## src/block_bitmap_next_fit_allocator_defines.svh

```systemverilog
// assertion macros shared by the allocator rtl
`ifndef BLOCK_BITMAP_NEXT_FIT_ALLOCATOR_DEFINES_SVH
`define BLOCK_BITMAP_NEXT_FIT_ALLOCATOR_DEFINES_SVH

// same-cycle implication, checked on every rising clock edge out of reset
`define BBNF_ASSERT(label, ante, cons, msg) \
    label: assert property (@(posedge i_clk) disable iff (!i_rst_n) (ante) |-> (cons)) \
        else $error(msg);

// next-cycle implication
`define BBNF_ASSERT_NEXT(label, ante, cons, msg) \
    label: assert property (@(posedge i_clk) disable iff (!i_rst_n) (ante) |=> (cons)) \
        else $error(msg);

`endif

```

## src/bbnf_pkg.sv

```systemverilog
package bbnf_pkg;

    // bitmap word held by one cell
    localparam int WORD_W = 32;
    localparam int OFF_W  = 5;
    // width of the block index field
    localparam int IDX_W  = 10;

    typedef enum logic [1:0] {
        OP_OCCUPY = 2'd0,
        OP_FREE   = 2'd1,
        OP_QUERY  = 2'd2,
        OP_FIND   = 2'd3
    } t_op;

    typedef enum logic [1:0] {
        S_IDLE,
        S_RUN,
        S_WAIT
    } t_state;

    // request token that walks down the cell chain
    typedef struct packed {
        logic             valid;
        t_op              op;
        logic [IDX_W-1:0] idx;
        logic             occ;
        logic             up_found;
        logic [IDX_W-1:0] up_idx;
        logic             any_found;
        logic [IDX_W-1:0] any_idx;
    } t_tok;

    // finished result
    typedef struct packed {
        logic             occupied;
        logic             found;
        logic [IDX_W-1:0] free_index;
    } t_res;

    // bits of a word that map to existing blocks
    function automatic logic [WORD_W-1:0] valid_mask(input int base, input int num);
        logic [WORD_W-1:0] m;
        for (int b = 0; b < WORD_W; b++) begin
            m[b] = ((base + b) < num);
        end
        return m;
    endfunction

    // position of the lowest set bit (isolate, then encode)
    function automatic logic [OFF_W-1:0] low_pos(input logic [WORD_W-1:0] x);
        logic [WORD_W-1:0] iso;
        logic [OFF_W-1:0]  pos;
        iso = x & (~x + WORD_W'(1));
        pos = '0;
        for (int b = 0; b < WORD_W; b++) begin
            if (iso[b]) begin
                pos = pos | OFF_W'(b);
            end
        end
        return pos;
    endfunction

endpackage

```

## src/bbnf_cell.sv

```systemverilog
module bbnf_cell #(
    parameter int NUM_BLOCKS = 1024,
    parameter int CELL       = 0
) (
    input  logic           i_clk,
    input  logic           i_rst_n,
    input  bbnf_pkg::t_tok i_tok,
    output bbnf_pkg::t_tok o_tok
);

    localparam int BASE = CELL * bbnf_pkg::WORD_W;
    localparam logic [bbnf_pkg::WORD_W-1:0] VMASK = bbnf_pkg::valid_mask(BASE, NUM_BLOCKS);

    logic [bbnf_pkg::WORD_W-1:0] r_word;
    logic [bbnf_pkg::WORD_W-1:0] n_word;
    bbnf_pkg::t_tok              r_tok;
    bbnf_pkg::t_tok              n_tok;

    logic                        w_hit;
    logic [bbnf_pkg::OFF_W-1:0]  w_off;
    int                          w_start_word;
    logic [bbnf_pkg::WORD_W-1:0] w_up_mask;
    logic [bbnf_pkg::WORD_W-1:0] w_free;
    logic [bbnf_pkg::WORD_W-1:0] w_up_free;

    // address decode and search masks for the passing request
    always_comb begin
        w_start_word = int'(i_tok.idx[bbnf_pkg::IDX_W-1:bbnf_pkg::OFF_W]);
        w_off        = i_tok.idx[bbnf_pkg::OFF_W-1:0];
        w_hit        = i_tok.valid && (w_start_word == CELL);
        if (w_start_word < CELL) begin
            w_up_mask = '1;
        end else if (w_start_word == CELL) begin
            w_up_mask = {bbnf_pkg::WORD_W{1'b1}} << w_off;
        end else begin
            w_up_mask = '0;
        end
        w_free    = ~r_word & VMASK;
        w_up_free = w_free & w_up_mask;
    end

    // update own word and token
    always_comb begin
        n_word = r_word;
        n_tok  = i_tok;
        if (i_tok.valid) begin
            case (i_tok.op)
                bbnf_pkg::OP_OCCUPY: begin
                    if (w_hit && VMASK[w_off]) begin
                        n_word[w_off] = 1'b1;
                    end
                end
                bbnf_pkg::OP_FREE: begin
                    if (w_hit && VMASK[w_off]) begin
                        n_word[w_off] = 1'b0;
                    end
                end
                bbnf_pkg::OP_QUERY: begin
                    if (w_hit) begin
                        n_tok.occ = r_word[w_off] & VMASK[w_off];
                    end
                end
                bbnf_pkg::OP_FIND: begin
                    // first free at or above start
                    if (!i_tok.up_found && (|w_up_free)) begin
                        n_tok.up_found = 1'b1;
                        n_tok.up_idx   = bbnf_pkg::IDX_W'(BASE
                                         + int'(bbnf_pkg::low_pos(w_up_free)));
                    end
                    // first free anywhere, used after wrap
                    if (!i_tok.any_found && (|w_free)) begin
                        n_tok.any_found = 1'b1;
                        n_tok.any_idx   = bbnf_pkg::IDX_W'(BASE
                                          + int'(bbnf_pkg::low_pos(w_free)));
                    end
                end
                default: begin
                end
            endcase
        end
    end

    // bitmap word and token stage
    always_ff @(posedge i_clk) begin
        if (!i_rst_n) begin
            r_word      <= '0;
            r_tok.valid <= 1'b0;
        end else begin
            r_word <= n_word;
            r_tok  <= n_tok;
        end
    end

    assign o_tok = r_tok;

endmodule

```

## config.mk

```make
export PLATFORM = sky130hd
export DESIGN_NAME = bbnf_cell
export DESIGN_NICKNAME = d
export VERILOG_FILES = /design/src/block_bitmap_next_fit_allocator_defines.svh /design/src/bbnf_pkg.sv /design/src/bbnf_cell.sv
export SDC_FILE = /design/constraint.sdc
export NUM_CORES = 1
export LEC_CHECK = 0
export BUFFER_PORTS_ARGS = -buffer_cell sky130_fd_sc_hd__buf_2
export CORE_MARGIN = 2
export CORE_UTILIZATION = 60
export DETAILED_ROUTE_END_ITERATION = 8
export PLACE_DENSITY = 0.83
export SLEW_MARGIN = 5
export SYNTH_ARGS = -nofsm -noshare
export SYNTH_HDL_FRONTEND = slang
export SYNTH_SLANG_ARGS = --single-unit
export TNS_END_PERCENT = 5
```

## constraint.sdc

```tcl
create_clock -name i_clk -period 6 [get_ports i_clk]
set_clock_uncertainty 0.1 [all_clocks]
set_input_delay 0.3 -clock i_clk [delete_from_list [all_inputs] [get_ports i_clk]]
set_output_delay 0.3 -clock i_clk [all_outputs]
set_load 0.01 [all_outputs]
```

Word-level counts from Yosys, hierarchy flattened --
Memories as Yosys holds them, arrays and structs flattened. Cells that the tools add are included.
Storage, ports and cells: bits in registers 68, ROM bits 32, input port bits 38, memories kept 1
Operators by class: add/subtract/negate cells 2, magnitude comparators 2, eq/ne operators 6, shifts and indexed selects 1, mux-type cells 282, bitwise operators 10, reduce and logical (&&, ||, !) cells 12
Memories:
- (no name shown) | words 32, bits a word 1, read ports 1, clocked after memory_dff 0, wr ports 0, line bbnf_cell.sv:60 | n_tok.occ = r_word[w_off] & VMASK[w_off];
Operators by type and width (number):
- 2-to-1 mux 5 bit | 224
- 2-to-1 mux 32 bit | 8
- AND 32 bit | 4
- NOT 32 bit | 4
- 2-to-1 mux 11 bit | 6
- adder 32 x 1 -> 32 bit, second input constant | 2
- 2-to-1 mux 4 bit | 16
- case mux 32 bit (2 select lines) | 1
- OR reduction 32 bit | 2
- 2-to-1 mux 22 bit | 2
- OR 32 bit | 1
- << shifter 32 x 5 -> 32 bit, first input constant | 1
- 2-to-1 mux 3 bit | 8
- 2-to-1 mux 23 bit | 1
- 2-to-1 mux 1 bit | 10
- 2-to-1 mux 2 bit | 4
- less-than comparator 5 x 6 -> 1 bit, second input constant | 1
- != test 3 bit, second input constant | 2
- binary-select mux 1 bit (select 5 bit) | 1
- demux 1 bit (select 5 bit) | 1
- greater-or-equal comparator 5 x 1 -> 1 bit, second input constant | 1
- logical AND 1 bit | 5
- logical NOT 5 bit | 1
- equality test 2 bit, second input constant | 2
- 6 further kinds | 7

Longest topological paths before layout --
Gate-level depths: netlist of the first run.
depth in word-level cells 138, mapped depth 12, depth with buffers taken out 8

Worst setup path before layout of the first run --
No wires, ideal clock.
path type input-to-reg, from input port i_tok[24] in the netlist's numbering, to register r_tok (netlist bit o_tok[22]) (data pin), arrival 2.004 ns, data required time 5.635 ns, setup slack 3.631 ns, cell stages on the path 8, path buffers 4, cell sequence buf_4 -> buf_4 -> buf_4 -> buf_2 -> mux4_2 -> mux4_2 -> a221oi_1 -> a21oi_1
RTL lines:
- start: declaration | line bbnf_cell.sv:7 | input bbnf_pkg::t_tok i_tok,
- end signal: assignment | line bbnf_cell.sv:90 | r_tok <= n_tok;
- end: declaration | line bbnf_cell.sv:16 | bbnf_pkg::t_tok r_tok;

==> metrics.txt, run 1 <==
PortBufs=73; simple-gate area share of the yosys netlist=30.41%; Post-CTS Setup Repair Bufs=0; Die H=92.76 µm; Area after DPL=5002 µm²; post-synthesis average cell area=8.308 µm²; initial antenna violation count=0; XOR/XNOR Fraction of Synth Area=0%; Die Width=92.76 µm; clk sinks=68; fin crit period=between 2000 and 3000 ps; worst hold path class=in -> reg; final setup fails=0; TritonCTS clock tree=done; WL met3=1.354 mm; library cells used by synthesis=74; Antenna Nets Post-Route=0; Yosys warning total=0; Post-Syn Nets=607; largest family of logic cells by synthesized area=simple AND/OR/NAND/NOR gates; post-DP HPWL=10.12 mm; wire length of the first global-routing pass=22.40 mm; vias per cell=6.607; worst rel slew slack=21.64%; Setup TNS Final=0 ps; Synth Area in Adders=0%; initial core utilization=just over 60%; Clk Latency, worst-skew pair=360 ps; DRT Pass-1 Iters=5; metal2 WL=6.709 mm; Filler cells=668; crit path max fanout=35; largest net degree at the start of global routing=38; WHS=38.57 ps; Max Fclk=~380 MHz; Post-Synthesis Cells=569; root buf cell=clkbuf_8; H-tree depth=3; hold_sp=i_tok[28]; Placeable Area=7687 µm²; vias=4777; fin nets=654; Compound-Gate Fraction of Synth Area=23.29%; top-area cell type share of the netlist area=22.23%; CP Data Arrival Time=2680 ps; mux contribution to synthesized area=4.288%; drt initial violations=626; Max clock buf depth=2; Total Routing Usage GR=33.56%; status=finished clean; row count=32; reg2reg setup slack=3370 ps; post-synthesis async set-or-reset flop share=0%; Worst Max-Slew Pin Slew=1175 ps; Post-synth top cells=70 x nand2_1, 70 x nor2_1, 52 x a21oi_1, 36 x nor3_1, 35 x edfxtp_1; top sig layer=met4; Final Hold Viols=0; Ports=74; Worst VDD drop=about 0.13 mV; global route overflow=0; path type of the worst setup path=in -> reg; antenna diode count=0; post-route DRC violation count=0; dominant cell type by area after synthesis=edfxtp_1; vias in the first global route=4403; final instance area=5230 µm²; # resized after CTS=0; Tcrit/Tclk final=around 44%; hold-fix buffers at CTS=0; mapped cell area=4727 µm²; clk slew on worst S/H paths=80 ps; crit path launch type=input pin; Avg WL per Cell=19.84 µm; Seq/Total Area, Yosys=between 30% and 40%; Area Overhead vs Synth=10.64%; top post-synthesis cells by area=edfxtp_1 22%, dfxtp_1 14%, nand2_1 5.6%; Post-synth EDFFs=35; CTS Buf Count=9; share of cells above drive strength 1=between 20% and 30%; Worst setup EP type=flip-flop; required time worst endpoint=6020 ps; gpl congestion=approximately 0.96; main flop type after synthesis=edfxtp_1; max-cap violation count=0; Yosys reg bits=68; crit path from=i_tok[26]; met1 wire length=5.814 mm; RSZ-0062 raised after global routing=false; die area=8604 µm²; Leakage=1.826 nW; drt total wl=14.34 mm; PD cells=207.7 nW/µm²; Final Max Tran Viols=0
==> cells in the final DEF (no fill, tap or decap), types with 6 or more instances in the layout <==
master / n
a211oi_1: 12
a21o_1: 12
a21oi_1: 52
and2_1: 9
buf_2: 73
clkbuf_8: 11
dfxtp_1: 33
edfxtp_1: 35
inv_1: 13
mux4_2: 9
nand2_1: 70
nand2b_1: 9
nand3_1: 16
nand4_1: 13
nor2_1: 70
nor2b_1: 8
nor3_1: 36
o21ai_0: 14
or2_2: 6
==> cell families after synthesis <==
family,Yosys count
simple gates,282
mux,9
flops,68
buf+inv,51
compound gates,159
==> where the power goes <==
part / internal (mW) / switching [mW] / leakage, nW
clock: 0.241 / 0.194 / 0.119
sequential: 0.510 / 0.00424 / 0.608
combinational: 0.0481 / 0.0887 / 1.10
==> critical path: stages <==
cell and delay [ps]:
buf_2 460, and3_1 500, or2_2 220, nand4b_1 160, o41ai_2 420, a21oi_1 130
nor2b_1 250, o22a_1 220
==> per-layer routing <==
layer / vias up / track usage, %
li1: 2216 / -
met1: 2212 / 45.01
met2: 308 / 53.74
met3: 41 / 6.672
met4: 0 / 12.62
met5: - / 0
==> path summary, 6_finish.rpt <==
check                            endpoint  depth (start not counted)
worst max-delay path            o_tok[15]                          8
worst min-delay path            o_tok[28]                          1
worst max register to register  o_tok[13]                          7
worst min register to register  flip-flop                          2
==> metrics by stage <==
step	instances	power, mW	setup slack (ps)	util, %
after floorplan	569	0.6119	3631	-
after global placement	707	0.6574	3125	65.07
after detailed placement	707	0.6598	3021	65.07
after CTS	723	1.089	3404	68.03
after global routing	723	1.118	3203	68.03
final	723	1.086	3342	68.03
==> layout make-up <==
type	instances	area, µm²	area share, %
clock buffer	12	176.4	3.373
tap	102	127.6	2.440
multi-input combinational	450	2741	52.42
sequential	68	1712	32.73
clock inverter	4	51.30	0.9809
timing repair buffer	74	372.9	7.129
inverter	13	48.80	0.9330
(Power assumes the default switching activity.)
==> run 2: changes to the inputs <==
--- a/config.mk
+++ b/config.mk
@@ -7,9 +7,9 @@
 export LEC_CHECK = 0
 export BUFFER_PORTS_ARGS = -buffer_cell sky130_fd_sc_hd__buf_2
 export CORE_MARGIN = 2
-export CORE_UTILIZATION = 60
+export CORE_UTILIZATION = 52
 export DETAILED_ROUTE_END_ITERATION = 8
-export PLACE_DENSITY = 0.83
+export PLACE_DENSITY = 0.76
 export SLEW_MARGIN = 5
 export SYNTH_ARGS = -nofsm -noshare
 export SYNTH_HDL_FRONTEND = slang
==> constraint.sdc (replaced) <==
create_clock -name i_clk -period 2.39 [get_ports i_clk]
set_clock_uncertainty 0.1 [all_clocks]
set_input_delay 0.1195 -clock i_clk [delete_from_list [all_inputs] [get_ports i_clk]]
set_output_delay 0.1195 -clock i_clk [all_outputs]
set_load 0.01 [all_outputs]
==> run 2 against run 1 <==
Net effect: core utilization up 5.0 points; first-iteration DRC count grew 13%; cell count up 20%; wire length increased by 21%; sequential share of layout area decreased by 5.9 points; die area increased by 15%; critical path depth increased by 2; total power grew to 2.6 times the previous value; sequential cell count unchanged.
==> metrics.txt, run 2 (synthesized netlist as in run 1, its figures left out) <==
Max clock buf depth=2; Final Max Tran Viols=0; most frequent cells in the layout=109 x buf_4, 73 x buf_2, 69 x nor2_1, 69 x nand2_1, 52 x a21oi_1; Total Routing Usage GR=34.78%; WHS=5.128 ps; max-cap violation count=0; post-route DRC violation count=0; clk sinks=68; Worst setup EP type=flip-flop; antenna diode count=0; CP Data Arrival Time=2480 ps; DRT Pass-1 Iters=7; share of cells above drive strength 1=32.72%; Max Fclk=421.0 MHz; hold_sp=i_tok[22]; top sig layer=met4; Final Hold Viols=0; PD cells=432.7 nW/µm²; post-DP HPWL=12.59 mm; metal2 WL=7.706 mm; fin crit period=2375 ps; Ports=74; global route overflow=0; Worst VDD drop=~0.25 mV; WL met3=between 1.5 and 2 mm; fin nets=794; PortBufs=73; Placeable Area=8763 µm²; Area Overhead vs Synth=35.44%; final setup fails=0; met1 wire length=about 7 mm; row count=34; Tcrit/Tclk final=99.38%; Avg WL per Cell=~20 µm; largest net degree at the start of global routing=37; total power=approximately 2.8 mW; vias per cell=6.252; required time worst endpoint=2490 ps; gpl congestion=1.075; Worst Max-Slew Pin Slew=507.3 ps; root buf cell=clkbuf_8; vias=5433; H-tree depth=3; Antenna Nets Post-Route=0; CTS Buf Count=9; crit path launch type=flip-flop; initial core utilization=between 50% and 60%; final core occ=about three quarters; RSZ-0062 raised after global routing=true; Die Width=approximately 99 µm; Leakage=2.503 nW; worst hold path class=in -> reg; Final WS setup=around 15 ps; wire length of the first global-routing pass=around 27 mm; initial antenna violation count=0; crit path max fanout=7; Clk Latency, worst-skew pair=360 ps; Die H=99.35 µm; drt initial violations=~710; TritonCTS clock tree=done; vias in the first global route=5130; commonest non-fill, non-tap cell in the layout=buf_4; die area=~10000 µm²; drt total wl=17.41 mm; clk slew on worst S/H paths=90 ps; pre-CTS setup slack=-175.8 ps; path type of the worst setup path=reg -> reg; status=finished clean; worst rel slew slack=65.30%
-- run 2: cell count changes in the layout (fill, tap and decap cells not counted), moves of 2 or more --
cell,previous run,this run
nor3_2,0,2
a211oi_2,2,4
buf_4,1,109
dfxtp_1,33,29
dlygate4sd3_1,0,31
a211oi_1,12,10
dfxtp_2,0,4
nor3_1,36,34
-- run 2: metal layers --
metal,track usage (%),vias to the layer above
met5,0,-
met4,15.70,0
met3,7.449,67
met2,55.15,360
met1,45.81,2499
li1,-,2507
-- run 2: worst paths after layout --
kind	endpoint	slack, ps	cells after the start
max reg2reg	o_tok[12]	10	10
min	o_tok[22]	5	3
max	o_tok[12]	10	10
min reg2reg	flip-flop	450	2
-- run 2: through the flow --
stage	cell area (µm²)	setup TNS [ps]	cells
6_report	6402	0	869
5_1_grt	6402	-103.0	869
4_1_cts	6330	-16.43	866
3_5_place_dp	5826	-1502	820
3_3_place_gp	5826	-1271	820
2_1_floorplan	4727	0	569
-- run 2: power breakdown --
group          switching [mW]  internal (mW)
registers              0.0112           1.28
logic                   0.259          0.222
clock network           0.498          0.501
total                   0.768           2.00
-- run 2: final cells by class --
cell class	instances	area [µm²]
inverter	13	48.80
multi-input combinational	450	2785
timing repair buffer	214	1514
fill	692	2361
clock buffer	12	176.4
tap	108	135.1
clock inverter	4	26.28
sequential	68	1717
-- run 2: worst max-delay path, stage by stage (launching register included) --
cell and delay [ps]:
dfxtp_2 410, a21oi_1 60, o21ai_1 220, nand4_1 280
buf_4 230, a211oi_2 200, buf_4 180, a21oi_1 80
nor2_2 220, nor3b_2 90, a21oi_1 140
-- run 2: what timing repair did --
action / CTS / global route
setup buffers: 0 / 2
gates resized for setup: 1 / 15
hold endpoints to repair: 31 / 1
pin swaps: 1 / 2
setup endpoints to repair: 3 / 15
hold buffers: 30 / 1
==> run 3: changes to the inputs <==
--- a/config.mk
+++ b/config.mk
@@ -6,10 +6,12 @@
 export NUM_CORES = 1
 export LEC_CHECK = 0
 export BUFFER_PORTS_ARGS = -buffer_cell sky130_fd_sc_hd__buf_2
+export CAP_MARGIN = 0
 export CORE_MARGIN = 2
 export CORE_UTILIZATION = 52
 export DETAILED_ROUTE_END_ITERATION = 8
 export PLACE_DENSITY = 0.76
+export SETUP_SLACK_MARGIN = 0.4
 export SLEW_MARGIN = 5
 export SYNTH_ARGS = -nofsm -noshare
 export SYNTH_HDL_FRONTEND = slang
==> run 3 against run 2 <==
Net effect: setup slack improved by 49 ps; hold slack improved by 5.1 ps; sequential power about the same; non-clock buffer count down 4; cell count decreased by 0.46%; fmax is 2.1% higher; sequential cell count is the same; critical path type unchanged; largest cell class unchanged.
==> metrics.txt, run 3 (synthesized netlist as in run 1, its figures left out) <==
status=finished clean; CP max-delay cell=dfxtp_1; gpl congestion=1.050; Max clock buf depth=2; die area=9869 µm²; Final Hold Viols=0; Worst Max-Slew Pin Slew=651.0 ps; fin nets=790; reg2reg setup slack=between 60 and 70 ps; WHS=10.25 ps; row count=34; RSZ-0062 raised after global routing=true; PortBufs=73; non-filler instance count after layout=between 800 and 900; post-route DRC violation count=0; Leakage=2.497 nW; final instance area=6489 µm²; Worst Path Buf+Inv=1; Final Max Tran Viols=0; initial antenna violation count=0; global route overflow=0; Ports=74; Area Overhead vs Synth=37.27%; TritonCTS clock tree=done; required time worst endpoint=2510 ps; DRT Pass-1 Iters=6; PD cells=approximately 420 nW/µm²; hold_sp=i_tok[12]; wire length of the first global-routing pass=28.15 mm; Worst setup EP type=flip-flop; Tcrit/Tclk final=97.32%; worst hold path class=in -> reg; drt total wl=18.24 mm; Total Routing Usage GR=37.19%; Area after DPL=5841 µm²; Die H=between 90 and 100 µm; commonest non-fill, non-tap cell in the layout=buf_4; CTS Buf Count=9; H-tree depth=3; cell family with most CP delay=compound AO/OA/AOI/OAI gates; hold path cells=3; Worst VDD drop=between 0.2 and 0.25 mV; vias per cell=approximately 6.3; WHS Endpoint=o_tok[12]; initial core utilization=53.94%; vias in the first global route=5153; final setup fails=0; clk sinks=68; most frequent cells in the layout=105 x buf_4, 73 x buf_2, 69 x nand2_1; reg-to-reg endpoint=o_tok[11]; Max Fclk=between 400 and 500 MHz; Placeable Area=8763 µm²; vias=between 5000 and 6000; antenna diode count=0; Antenna Nets Post-Route=0; # placed instances=816; largest net degree at the start of global routing=37; worst rel slew slack=56.44%; clk slew on worst S/H paths=90 ps; crit path max fanout=9; worst-path cell chain=a22o_1 -> nand4_1 -> o41ai_2 -> buf_4 -> a21o_1 -> nand4b_1 -> nor2_2 -> a21oi_2; Die Width=99.35 µm; CP Data Arrival Time=2440 ps; fin crit period=approximately 2300 ps; max-cap violation count=0; root buf cell=clkbuf_8; Worst path max stage delay=550 ps; final core occ=74.04%; Avg WL per Cell=between 20 and 25 µm; share of cells above drive strength 1=36.06%; R2R depth=8; path type of the worst setup path=reg -> reg; crit path launch type=flip-flop; Clk Latency, worst-skew pair=370 ps; drt initial violations=575; post-DP HPWL=13.17 mm
run 3: changes by cell type in the layout (fill, tap and decap cells not counted), sizes merged:
| cell | delta |
|---|---|
| buf | -2 |
| dlygate4sd3 | -2 |
| clkbuf | -1 |
| clkinv | +1 |
run 3: layout make-up:
cell class / instances / area (µm²)
multi-input cells: 450 / 2885
fillers: 658 / 2275
flip-flops and latches: 68 / 1732
repair buffers: 210 / 1504
clock buffers: 11 / 152.6
well taps: 108 / 135.1
inverters: 13 / 48.80
clock inverters: 5 / 31.28
run 3: worst max path at each step:
stage	start	to	slack [ps]	cells after the start
3_5_place_dp	i_tok[23]	o_tok[12]	-130	9
5_1_grt	flip-flop	o_tok[11]	-50	9
4_1_cts	flip-flop	o_tok[12]	120	9
2_1_floorplan	flip-flop	o_tok[12]	270	9
3_3_place_gp	i_tok[23]	o_tok[12]	-80	9
6_report	flip-flop	o_tok[11]	60	8
run 3: tightest hold or removal path: cells and delay by family:
family	cells	cell delay, ps
buffers and inverters	1	80
AO/OA/AOI/OAI	1	110
AND/OR/NAND/NOR	1	40
run 3: what timing repair did:
| action | 4_1_cts | 5_1_grt |
|---|---|---|
| pin swaps | 5 | 10 |
| endpoints found under the setup margin | 23 | 27 |
| gates cloned | 0 | 0 |
| hold endpoints to repair | 30 | 0 |
| hold buffers | 29 | 0 |
| setup buffers | 2 | 2 |
| gates resized for setup | 23 | 22 |
run 3: power by group:
| part | switching [mW] | total (mW) | internal [mW] |
|---|---|---|---|
| Clock | 0.504 | 0.947 | 0.442 |
| Combinational | 0.270 | 0.497 | 0.228 |
| Sequential | 0.0135 | 1.29 | 1.28 |
| Total | 0.787 | 2.73 | 1.95 |
run 3: routing by layer:
metal	up-vias	routed length (µm)	GRT usage, %
met5	-	0	0
met4	0	626	12.96
met3	63	1776	6.957
met2	333	8479	60.81
met1	2531	7356	49.64
li1	2504	-	-
run 3: metrics by stage:
| stage | setup TNS [ps] | worst slack, ps | power (mW) |
|---|---|---|---|
| 5_1_grt | -198.4 | -51.76 | 2.815 |
| 3_5_place_dp | -910.8 | -127.8 | 1.756 |
| 6_report | 0 | 64.16 | 2.735 |
| 4_1_cts | 0 | 120.8 | 2.717 |
| 3_3_place_gp | -295.3 | -83.46 | 1.747 |
| 2_1_floorplan | 0 | 269.5 | 1.541 |
